===== config.mk =====
export PLATFORM = sky130hd
export DESIGN_NAME = sccb_bus_master
export DESIGN_NICKNAME = d
export VERILOG_FILES = /design/src/design/sccb_pkg.sv /design/src/design/sccb_front.sv /design/src/design/sccb_seq.sv /design/src/design/sccb_bus_master.sv
export SDC_FILE = /design/constraint.sdc
export NUM_CORES = 1
export LEC_CHECK = 0
export BUFFER_PORTS_ARGS = -buffer_cell sky130_fd_sc_hd__buf_2
export CORE_MARGIN = 4
export CORE_UTILIZATION = 60
export DETAILED_ROUTE_END_ITERATION = 16
export HOLD_SLACK_MARGIN = 0.02
export PLACE_DENSITY_LB_ADDON = 0.25
export SETUP_SLACK_MARGIN = 0.4
export SYNTH_ARGS = -nofsm -noshare
export SYNTH_HDL_FRONTEND = slang
export SYNTH_HIERARCHICAL = 1
export SYNTH_SLANG_ARGS = --single-unit

===== constraint.sdc =====
create_clock -name clk -period 4.3 [get_ports clk]
set_input_delay 0.645 -clock clk [delete_from_list [all_inputs] [get_ports clk]]
set_output_delay 0.645 -clock clk [all_outputs]
set_load 0.05 [all_outputs]

===== src/design/sccb_pkg.sv =====
package sccb_pkg;

	localparam int unsigned BITS_PER_BYTE = 8;
	localparam int unsigned QUEUE_DEPTH   = 2;
	localparam int unsigned WAIT_W        = 16;

	localparam logic [WAIT_W-1:0] LONG_WAIT_RST  = 16'd500;
	localparam logic [WAIT_W-1:0] SHORT_WAIT_RST = 16'd100;

	localparam logic [2:0] REQ_TICK  = 3'd0;
	localparam logic [2:0] REQ_START = 3'd1;
	localparam logic [2:0] REQ_STOP  = 3'd2;
	localparam logic [2:0] REQ_WRITE = 3'd3;
	localparam logic [2:0] REQ_READ  = 3'd4;
	localparam logic [2:0] REQ_NACK  = 3'd5;

	localparam logic CFG_LONG_WAIT  = 1'b0;
	localparam logic CFG_SHORT_WAIT = 1'b1;

	typedef enum logic [2:0] {
		KIND_TICK,
		KIND_START,
		KIND_STOP,
		KIND_WRITE,
		KIND_READ,
		KIND_NACK
	} kind_t;

	typedef struct packed {
		kind_t      kind;
		logic [7:0] tx_byte;
		logic       sda_in;
	} item_t;

	typedef struct packed {
		logic       scl;
		logic       sda_level;
		logic       sda_drive;
		logic       done_res;
		logic       ack_ok;
		logic [7:0] rx_byte;
		logic       status;
	} result_t;

	typedef enum logic [4:0] {
		PH_IDLE    = 5'd0,
		PH_ST_D1   = 5'd1,
		PH_ST_C1   = 5'd2,
		PH_ST_D0   = 5'd3,
		PH_ST_C0   = 5'd4,
		PH_SP_LOW  = 5'd5,
		PH_SP_C1   = 5'd6,
		PH_SP_D1   = 5'd7,
		PH_WR_BIT  = 5'd8,
		PH_WR_CH   = 5'd9,
		PH_WR_CL   = 5'd10,
		PH_WR_GAP  = 5'd11,
		PH_WR_REL  = 5'd12,
		PH_WR_ACKH = 5'd13,
		PH_WR_ACKS = 5'd14,
		PH_RD_REL  = 5'd15,
		PH_RD_PRE  = 5'd16,
		PH_RD_CH   = 5'd17,
		PH_RD_SAMP = 5'd18,
		PH_NA_D1   = 5'd19,
		PH_NA_CH   = 5'd20,
		PH_NA_CL   = 5'd21
	} phase_t;

endpackage


===== src/design/sccb_front.sv =====
module sccb_front import sccb_pkg::*; (
	input  logic       clk,
	input  logic       arst_n,
	input  logic       in_valid,
	output logic       in_ready,
	input  logic [2:0] req_type,
	input  logic [7:0] tx_byte,
	input  logic       sda_in,
	output logic       q_valid,
	output item_t      q_item,
	input  logic       q_pop
);

	localparam int unsigned PTR_W = $clog2(QUEUE_DEPTH);
	localparam int unsigned CNT_W = $clog2(QUEUE_DEPTH + 1);

	item_t             mem_q [QUEUE_DEPTH];
	logic [PTR_W-1:0]  wr_ptr_q;
	logic [PTR_W-1:0]  rd_ptr_q;
	logic [CNT_W-1:0]  count_q;
	kind_t             kind;
	logic              push;

	// unused request codes count as ticks
	always_comb begin
		unique case (req_type)
			REQ_START: kind = KIND_START;
			REQ_STOP:  kind = KIND_STOP;
			REQ_WRITE: kind = KIND_WRITE;
			REQ_READ:  kind = KIND_READ;
			REQ_NACK:  kind = KIND_NACK;
			default:   kind = KIND_TICK;
		endcase
	end

	assign in_ready = (count_q != CNT_W'(QUEUE_DEPTH));
	assign push     = in_valid && in_ready;
	assign q_valid  = (count_q != '0);
	assign q_item   = mem_q[rd_ptr_q];

	always_ff @(posedge clk) begin
		if (push) begin
			mem_q[wr_ptr_q] <= '{kind: kind, tx_byte: tx_byte, sda_in: sda_in};
		end
	end

	always_ff @(posedge clk or negedge arst_n) begin
		if (!arst_n) begin
			wr_ptr_q <= '0;
			rd_ptr_q <= '0;
			count_q  <= '0;
		end else begin
			if (push) begin
				wr_ptr_q <= (wr_ptr_q == PTR_W'(QUEUE_DEPTH - 1)) ? '0 : wr_ptr_q + 1'b1;
			end
			if (q_pop) begin
				rd_ptr_q <= (rd_ptr_q == PTR_W'(QUEUE_DEPTH - 1)) ? '0 : rd_ptr_q + 1'b1;
			end
			if (push && !q_pop) begin
				count_q <= count_q + 1'b1;
			end else if (q_pop && !push) begin
				count_q <= count_q - 1'b1;
			end
		end
	end

endmodule


===== src/design/sccb_seq.sv =====
module sccb_seq import sccb_pkg::*; (
	input  logic              clk,
	input  logic              arst_n,
	input  logic              cfg_we,
	input  logic              cfg_index,
	input  logic [WAIT_W-1:0] cfg_data,
	input  logic              q_valid,
	input  item_t             q_item,
	output logic              q_pop,
	output logic              out_valid,
	input  logic              out_ready,
	output result_t           res
);

	logic [WAIT_W-1:0] long_wait_q, short_wait_q;

	phase_t            phase_q, n_phase;
	logic [3:0]        bit_q, n_bit;
	logic [WAIT_W-1:0] wait_q, n_wait, dec_wait, ent_wait;
	logic [7:0]        shift_q, n_shift;
	logic              ack_q, n_ack;
	logic              clk_q, n_clk;
	logic              dout_q, n_dout;
	logic              den_q, n_den;

	logic              out_valid_q;
	result_t           res_q, n_res;

	logic              do_enter;
	phase_t            ent_ph;
	logic [2:0]        bit_idx;

	assign q_pop     = q_valid && (!out_valid_q || out_ready);
	assign out_valid = out_valid_q;
	assign res       = res_q;

	always_ff @(posedge clk or negedge arst_n) begin
		if (!arst_n) begin
			long_wait_q  <= LONG_WAIT_RST;
			short_wait_q <= SHORT_WAIT_RST;
		end else if (cfg_we) begin
			unique case (cfg_index)
				CFG_LONG_WAIT:  long_wait_q  <= cfg_data;
				CFG_SHORT_WAIT: short_wait_q <= cfg_data;
				default:        ;
			endcase
		end
	end

	always_comb begin
		n_phase  = phase_q;
		n_bit    = bit_q;
		n_wait   = wait_q;
		n_shift  = shift_q;
		n_ack    = ack_q;
		n_clk    = clk_q;
		n_dout   = dout_q;
		n_den    = den_q;
		do_enter = 1'b0;
		ent_ph   = PH_IDLE;
		ent_wait = long_wait_q;
		bit_idx  = '0;
		dec_wait = (wait_q != '0) ? wait_q - 1'b1 : '0;
		n_res    = '0;

		if (q_item.kind != KIND_TICK) begin
			if (phase_q != PH_IDLE) begin
				n_res.status = 1'b1;
			end else begin
				n_bit    = '0;
				do_enter = 1'b1;
				unique case (q_item.kind)
					KIND_START: ent_ph = PH_ST_D1;
					KIND_STOP:  ent_ph = PH_SP_LOW;
					KIND_WRITE: begin
						n_shift = q_item.tx_byte;
						n_ack   = 1'b0;
						ent_ph  = PH_WR_BIT;
					end
					KIND_READ: begin
						n_shift = '0;
						ent_ph  = PH_RD_REL;
					end
					default:    ent_ph = PH_NA_D1;
				endcase
			end
		end else if (phase_q != PH_IDLE) begin
			n_wait = dec_wait;
			if (dec_wait == '0) begin
				unique case (phase_q)
					PH_ST_C0, PH_SP_D1, PH_NA_CL: begin
						n_phase        = PH_IDLE;
						n_res.done_res = 1'b1;
					end
					PH_WR_CL: begin
						n_bit    = bit_q + 1'b1;
						do_enter = 1'b1;
						ent_ph   = (n_bit < 4'(BITS_PER_BYTE)) ? PH_WR_BIT : PH_WR_GAP;
					end
					PH_WR_ACKS: begin
						n_den          = 1'b1;
						n_phase        = PH_IDLE;
						n_res.done_res = 1'b1;
						n_res.ack_ok   = ack_q;
					end
					PH_RD_SAMP: begin
						n_bit = bit_q + 1'b1;
						if (n_bit < 4'(BITS_PER_BYTE)) begin
							do_enter = 1'b1;
							ent_ph   = PH_RD_PRE;
						end else begin
							n_phase        = PH_IDLE;
							n_res.done_res = 1'b1;
							n_res.rx_byte  = shift_q;
						end
					end
					default: begin
						do_enter = 1'b1;
						ent_ph   = phase_t'(phase_q + 5'd1);
					end
				endcase
			end
		end

		// drive the pins of the phase being entered and load its wait
		if (do_enter) begin
			n_phase = ent_ph;
			bit_idx = 3'(BITS_PER_BYTE - 1) - n_bit[2:0];
			unique case (ent_ph)
				PH_ST_D1, PH_NA_D1: begin
					n_dout = 1'b1;
					n_den  = 1'b1;
				end
				PH_ST_C1, PH_SP_C1, PH_WR_CH, PH_RD_CH, PH_NA_CH: n_clk = 1'b1;
				PH_ST_D0: n_dout = 1'b0;
				PH_ST_C0, PH_WR_CL, PH_NA_CL: n_clk = 1'b0;
				PH_SP_LOW: begin
					n_clk  = 1'b0;
					n_dout = 1'b0;
					n_den  = 1'b1;
				end
				PH_SP_D1: n_dout = 1'b1;
				PH_WR_BIT: begin
					n_dout = n_shift[bit_idx];
					n_den  = 1'b1;
				end
				PH_WR_GAP: ent_wait = short_wait_q;
				PH_WR_REL, PH_RD_REL: n_den = 1'b0;
				PH_WR_ACKH: begin
					n_clk    = 1'b1;
					ent_wait = short_wait_q;
				end
				PH_WR_ACKS: begin
					n_ack = !q_item.sda_in;
					n_clk = 1'b0;
				end
				PH_RD_SAMP: begin
					n_shift = {n_shift[6:0], q_item.sda_in};
					n_clk   = 1'b0;
				end
				default: ;
			endcase
			n_wait = (ent_wait == '0) ? WAIT_W'(1) : ent_wait;
		end

		n_res.scl       = n_clk;
		n_res.sda_level = n_dout;
		n_res.sda_drive = n_den;
	end

	always_ff @(posedge clk or negedge arst_n) begin
		if (!arst_n) begin
			phase_q <= PH_IDLE;
			bit_q   <= '0;
			wait_q  <= '0;
			shift_q <= '0;
			ack_q   <= 1'b0;
			clk_q   <= 1'b1;
			dout_q  <= 1'b1;
			den_q   <= 1'b1;
		end else if (q_pop) begin
			phase_q <= n_phase;
			bit_q   <= n_bit;
			wait_q  <= n_wait;
			shift_q <= n_shift;
			ack_q   <= n_ack;
			clk_q   <= n_clk;
			dout_q  <= n_dout;
			den_q   <= n_den;
		end
	end

	always_ff @(posedge clk or negedge arst_n) begin
		if (!arst_n) begin
			out_valid_q <= 1'b0;
		end else if (q_pop) begin
			out_valid_q <= 1'b1;
		end else if (out_ready) begin
			out_valid_q <= 1'b0;
		end
	end

	always_ff @(posedge clk) begin
		if (q_pop) begin
			res_q <= n_res;
		end
	end

endmodule


===== src/design/sccb_bus_master.sv =====
// A request accepted at the input is written into the request queue, and its result is
// loaded into the output register when the sequencer retires it from the queue.
// Throughput: one request per cycle; the sequencer retires a queued request
// every cycle the output register is free or being emptied.
// Reset: arst_n clears queue and sequencer, sequencer bus lines idle high and driven
// (the result register itself is not reset), waits return to 500 and 100 ticks.
module sccb_bus_master import sccb_pkg::*; (
	input  logic              clk,
	input  logic              arst_n,
	input  logic              cfg_we,
	input  logic              cfg_index,
	input  logic [WAIT_W-1:0] cfg_data,
	input  logic              in_valid,
	output logic              in_ready,
	input  logic [2:0]        req_type,
	input  logic [7:0]        tx_byte,
	input  logic              sda_in,
	output logic              out_valid,
	input  logic              out_ready,
	output logic              scl,
	output logic              sda_level,
	output logic              sda_drive,
	output logic              done_res,
	output logic              ack_ok,
	output logic [7:0]        rx_byte,
	output logic              status
);

	logic    q_valid;
	logic    q_pop;
	item_t   q_item;
	result_t res;

	sccb_front u_front (
		.clk      (clk),
		.arst_n   (arst_n),
		.in_valid (in_valid),
		.in_ready (in_ready),
		.req_type (req_type),
		.tx_byte  (tx_byte),
		.sda_in   (sda_in),
		.q_valid  (q_valid),
		.q_item   (q_item),
		.q_pop    (q_pop)
	);

	sccb_seq u_seq (
		.clk       (clk),
		.arst_n    (arst_n),
		.cfg_we    (cfg_we),
		.cfg_index (cfg_index),
		.cfg_data  (cfg_data),
		.q_valid   (q_valid),
		.q_item    (q_item),
		.q_pop     (q_pop),
		.out_valid (out_valid),
		.out_ready (out_ready),
		.res       (res)
	);

	assign scl       = res.scl;
	assign sda_level = res.sda_level;
	assign sda_drive = res.sda_drive;
	assign done_res  = res.done_res;
	assign ack_ok    = res.ack_ok;
	assign rx_byte   = res.rx_byte;
	assign status    = res.status;

endmodule

Word level (Yosys, flattened, before mapping)
Memory sizes are Yosys's and may differ from the RTL's.
Cells that the tools add are included.
- output and inout port bits: 16
- register bits: 88
- input bits: 34
- bits in writable memories: 24
- memories kept: 1
- word-level logic and storage cells: 183
- equal/unequal tests: 39
- bitwise logic cells: 5
- multiplexer cells: 66
- reduce and logical (&&, ||, !) cells: 40
- magnitude comparators: 2
- $add $sub $neg: 8
- memory list (memory ; words ; bits a word ; rd ports ; clocked after memory_dff ; wr ports ; RTL line ; source):
    u_front.mem_q ; 2 ; 12 ; 1 ; 0 ; 1 ; sccb_front.sv:17 ; item_t mem_q [QUEUE_DEPTH];
- operators with widths (operator ; number):
    2-to-1 mux 16 bit ; 7
    equality test 5 x 4 -> 1 bit, second input constant ; 10
    2-to-1 mux 5 bit ; 10
    equality test 5 bit, second input constant ; 7
    zero test 16 bit ; 2
    2-to-1 mux 8 bit ; 4
    equality test 5 x 3 -> 1 bit, second input constant ; 6
    2-to-1 mux 1 bit ; 26
    2-to-1 mux 4 bit ; 5
    one-hot mux 5 bit (4 select lines) ; 1
    one-hot mux 8 bit (2 select lines) ; 1
    nonzero test 16 bit ; 1
    nonzero test 2 bit ; 8
    subtractor 16 x 1 -> 16 bit, second input constant ; 1
    one-hot mux 3 bit (5 select lines) ; 1
    one-hot mux 5 bit (3 select lines) ; 1
    equality test 3 x 2 -> 1 bit, second input constant ; 4
    OR reduction 4 bit ; 3
    OR reduction 6 bit ; 2
    equality test 5 x 2 -> 1 bit, second input constant ; 2
    one-hot mux 5 bit (2 select lines) ; 1
    equality test 3 bit, second input constant ; 3
    one-hot mux 1 bit (2 select lines) ; 4
    OR reduction 2 bit ; 4
    other kinds (28) ; 46

Longest topological paths before layout
- depth after elaboration: 14
- gate-level depth with buffers: 14
- mapped depth without buffers: 12

Hierarchy
The synthesis kept the hierarchy.
- modules (own cells, without submodules) (module ; instances ; area each (um^2) ; seq. area each (um^2) ; cells an instance):
    sccb_seq ; 1 ; 5109.9 ; 2187.1 ; 508
    sccb_front ; 1 ; 1151.1 ; 820.8 ; 62

Least setup slack after synthesis
OpenSTA, ideal clock, no wires.
- kind: flip-flop to flip-flop
- start: reg u_seq.wait_q[0]
- end: reg u_seq.res_q (netlist bit u_seq/res[12]), data pin
- arrival: 3340 ps
- path buffers: 1
- clock period less this slack: 3610 ps
- path slack: 690 ps
- cell stages (with the launch flop): 14
- library setup time: 270 ps
- data required time: 4030 ps
- cell sequence: dfrtp_1 -> inv_1 -> ha_1 -> nor3b_1 -> and3_1 -> buf_1 -> a22oi_1 -> nand4b_2 -> a21oi_1 -> mux2i_1 -> mux2i_1 -> and3_1 -> nor4_1 -> a21oi_1
- word-level cells in the longest chain between the ends: 11
- elaborated cells between the ends (all ways): 26
- those cells by class: add/sub (2); eq/ne (6); mux (14); reduce/logical (4)
- RTL lines (element ; RTL line ; source):
    start, declared ; sccb_seq.sv:19 ; logic [WAIT_W-1:0] wait_q, n_wait, dec_wait, ent_wait;
    start signal, assigned ; sccb_seq.sv:184 ; wait_q <= n_wait;
    subtractor 16 x 1 -> 16 bit or nonzero test 16 bit (tied branches) ; sccb_seq.sv:63 ; dec_wait = (wait_q != '0) ? wait_q - 1'b1 : '0;
    2-to-1 mux 16 bit * ; sccb_seq.sv:63 ;
    zero test 16 bit * ; sccb_seq.sv:89 ; if (dec_wait == '0) begin
    2-to-1 mux 4 bit ; sccb_seq.sv:89 ;
    2-to-1 mux 4 bit ; sccb_seq.sv:87 ; end else if (phase_q != PH_IDLE) begin
    2-to-1 mux 4 bit ; sccb_seq.sv:66 ; if (q_item.kind != KIND_TICK) begin
    subtractor 3 bit ; sccb_seq.sv:128 ; bit_idx = 3'(BITS_PER_BYTE - 1) - n_bit[2:0];
    binary-select mux 1 bit (select 3 bit) ; sccb_seq.sv:144 ; n_dout = n_shift[bit_idx];
    2-to-1 mux 1 bit (not written as such) ; sccb_seq.sv:144 ;
    one-hot mux 1 bit (3 select lines) ; sccb_seq.sv:129 ; unique case (ent_ph)
    2-to-1 mux 1 bit * ; sccb_seq.sv:126 ; if (do_enter) begin
    net u_seq.n_dout ; sccb_seq.sv:23 ; logic dout_q, n_dout;
    end signal, assigned ; sccb_seq.sv:205 ; res_q <= n_res;
    end, declared ; sccb_seq.sv:27 ; result_t res_q, n_res;
Mark *: on every way through the listed nets, which the timed path passes. The rest lies on a longest branch. The select of a mux whose other input is x is not followed.
A chain may end at the register's enable or synchronous reset.

Final worst setup path
Same ends and word-level chain as after synthesis.

==> flow_metrics.tcl <==
set metrics [dict create \
    finalHoldViolations 0 \
    yosys_warnings 6 \
    vdd_drop_max_v 0.000556 \
    wl_per_cell_um 18.8 \
    cts.clk_slew.worst_paths_ns 0.12 \
    synth.avg_cell_area_um2 11.0 \
    worst_slew_pin_slew_ns 1.01 \
    grt_max_degree 44 \
    numPortBuffers 49 \
    synth_seq_cells 112 \
    synthesis.nets 613 \
    area_growth_pct 10.4 \
    core_um2 10200 \
    setup_viol 0 \
    worstPathArrival_ns 3.84 \
    dieArea_um2 12100 \
    maxSlewHeadroom 0.323 \
    antennaDiodeCount 0 \
    reg2reg_depth 13 \
    fin_tns_setup_ns 0 \
    worst-setup-path-type "reg2reg" \
    detailed_place_hpwl_mm 10.6 \
    r2r_start "u_seq/wait_q[0]$_DFFE_PN0P_" \
    final_cells 761 \
    period_needed_ns 3.71 \
    ctsHoldBuffers 0 \
    antenna_found_initial 0 \
    synth_edf_count 38 \
    die_h_um 110 \
    status "completed" \
    yosys_most_used_dff "dfrtp_1" \
    drive_gt1_frac 0.278 \
    cts.path.max_buffers 2 \
    clockRootBuffer "clkbuf_8" \
    p_total_mw 4.64 \
    vias 4775 \
    place_congestion 0.938 \
    fin_nets 663 \
    grt_pass1_vias 4495 \
    synth_top_area_frac 0.248 \
    synth_area_leaders "dfrtp_1, edfxtp_1, mux2_2" \
    cts.sinks 112 \
    fin_crit_sh 0.862 \
    synthDistinctLibCells 81 \
    grt-ovfl-total 0 \
    max_freq_mhz 270 \
    async_flop_share 0.661 \
    crit_required_ns 4.43 \
    yosysMostFrequentCell "dfrtp_1" \
    max_cap_violations 0 \
    drtPass1Iterations 5 \
    powerDensity_nw_per_um2 670 \
    netlist_area_um2 6260 \
    rsz0062_at_grt "yes" \
    cts_buffers 9 \
    critPathMaxFanout 10 \
    synth_largest_area_cell "dfrtp_1" \
    hp-class "in2async" \
    slew_viol_final 0 \
    p_leak_nw 2.80 \
    dr.first_iter.drc_count 445 \
    die_w_um 110 \
    ant_nets 0 \
    placementRows 37 \
    grt_pass1_wl_mm 23.2 \
    synth_common_cells "dfrtp_1, nand2_1, o21ai_0" \
    ys_seq_area_frac 0.480 \
    cts_tree "yes" \
    clock_latency_ns 0.38 \
    crit_path_end_kind "flip-flop" \
    cp-start-kind "flip-flop" \
    r2r-end "u_seq/res[12]$_DFFE_PP_" \
    drc 0 \
    htree_num_levels 3 \
    wl_mm 14.3 \
    synthCells 570 \
    initial_core_util 0.612 \
    dp_cells 743 \
    vias_per_cell 6.27 \
    finalClockSkew_ns 0.0153 \
    r2r_setup_slack_ns 0.59 \
    io_pins 50 \
    grt_usage 0.248 \
]
## state kept, by name, summed over array words and instances (netlist names), 2 cells and up
signal	cells
u_seq/wait_q	16
u_seq/long_wait_q	16
u_front/mem_q	24
u_front/count_q	2
u_seq/short_wait_q	16
u_seq/res	14
u_seq/bit_q	4
u_seq/shift_q	8
u_seq/phase_q	5
## final cells by class
type | count | area (µm²)
inverter | 15 | 56.3
timing repair buffer | 64 | 370
clock inverter | 6 | 60.1
fill | 812 | 3320
sequential | 112 | 3010
clock buffer | 10 | 128
tap | 136 | 170
multi-input combinational | 418 | 3120
## metrics by stage
stage	worst slack (ns)	hold slack (ns)	utilization	instance area, µm²
floorplan	0.690	0.349	-	6260
global route	0.315	0.372	0.676	6910
global placement	0.535	0.463	0.650	6650
finish	0.594	0.326	0.676	6910
detailed placement	0.326	0.487	0.650	6650
CTS	0.414	0.333	0.668	6840
## critical path, stage by stage (launching register included)
cell     delay (ns)
dfrtp_1        0.48
inv_1          0.11
ha_1           0.28
nor3b_1        0.16
buf_4          0.18
and3_1         0.19
a22oi_1        0.28
and4b_4        0.27
o21ai_4        0.30
o21a_2         0.29
nand2_1        0.14
or3_1          0.39
nor4_4         0.34
a21oi_1        0.06
## what timing repair did
action,in CTS,in global routing
gates resized for setup,1,11
hold endpoints to repair,0,0
setup endpoints to repair,1,24
setup buffers,0,2
pin swaps,0,4
## worst max path at each step
stage,startpoint,end,slack (ns)
2_1_floorplan,u_seq/wait_q[0]$_DFFE_PN0P_,u_seq/res[12]$_DFFE_PP_,0.69
3_3_place_gp,u_seq/wait_q[9]$_DFFE_PN0P_,u_seq/res[12]$_DFFE_PP_,0.54
3_5_place_dp,u_seq/wait_q[9]$_DFFE_PN0P_,u_seq/res[12]$_DFFE_PP_,0.33
4_1_cts,u_seq/wait_q[9]$_DFFE_PN0P_,u_seq/res[12]$_DFFE_PP_,0.41
5_1_grt,u_seq/wait_q[0]$_DFFE_PN0P_,u_seq/res[12]$_DFFE_PP_,0.32
6_report,u_seq/wait_q[0]$_DFFE_PN0P_,u_seq/res[12]$_DFFE_PP_,0.59
## routing by layer
layer	share of wire	wire length, µm	GRT usage
met1	0.46	6610	0.383
met5	0	0	0
met2	0.45	6470	0.363
met4	0.015	210	0.0756
met3	0.069	981	0.0349
## kinds of logic (layout without fill, tap and decap cells)
| family | count (synthesis) | after routing | synth area share |
|---|---|---|---|
| compound gates | 142 | 142 | 0.155 |
| xor+xnor | 15 | 15 | 0.0222 |
| fa+ha+maj | 9 | 9 | 0.0180 |
| buf+inv | 40 | 95 | 0.0296 |
| flops | 112 | 112 | 0.480 |
| mux | 74 | 74 | 0.136 |
| simple gates | 178 | 178 | 0.158 |
## power breakdown
| group | internal (mW) | switching [mW] |
|---|---|---|
| registers | 1.47 | 0.317 |
| logic | 0.837 | 1.40 |
| clock network | 0.228 | 0.388 |
| total | 2.53 | 2.10 |
## cells in the final DEF (no fill, tap or decap), drive strengths merged, types with 3 or more instances in the layout
cell type and n:
buf 64, dfrtp 62, o21ai 59, mux2 51, nand2 43, edfxtp 38, nor2 30, mux2i 23
a21oi 21, nand3 19, inv 19, nor3 18, and2 13, dfstp 12, nor4 11, clkbuf 10
xnor2 10, a22oi 10, ha 9, o211ai 7, nand2b 7, and3 6, a31oi 6, xor2 5
nor2b 4, a22o 4, o221ai 4, nand4b 4, a41oi 3, nor3b 3, nor4b 3, o21a 3
or4 3, or3 3
No activity file was read; power rests on OpenSTA's default activity.
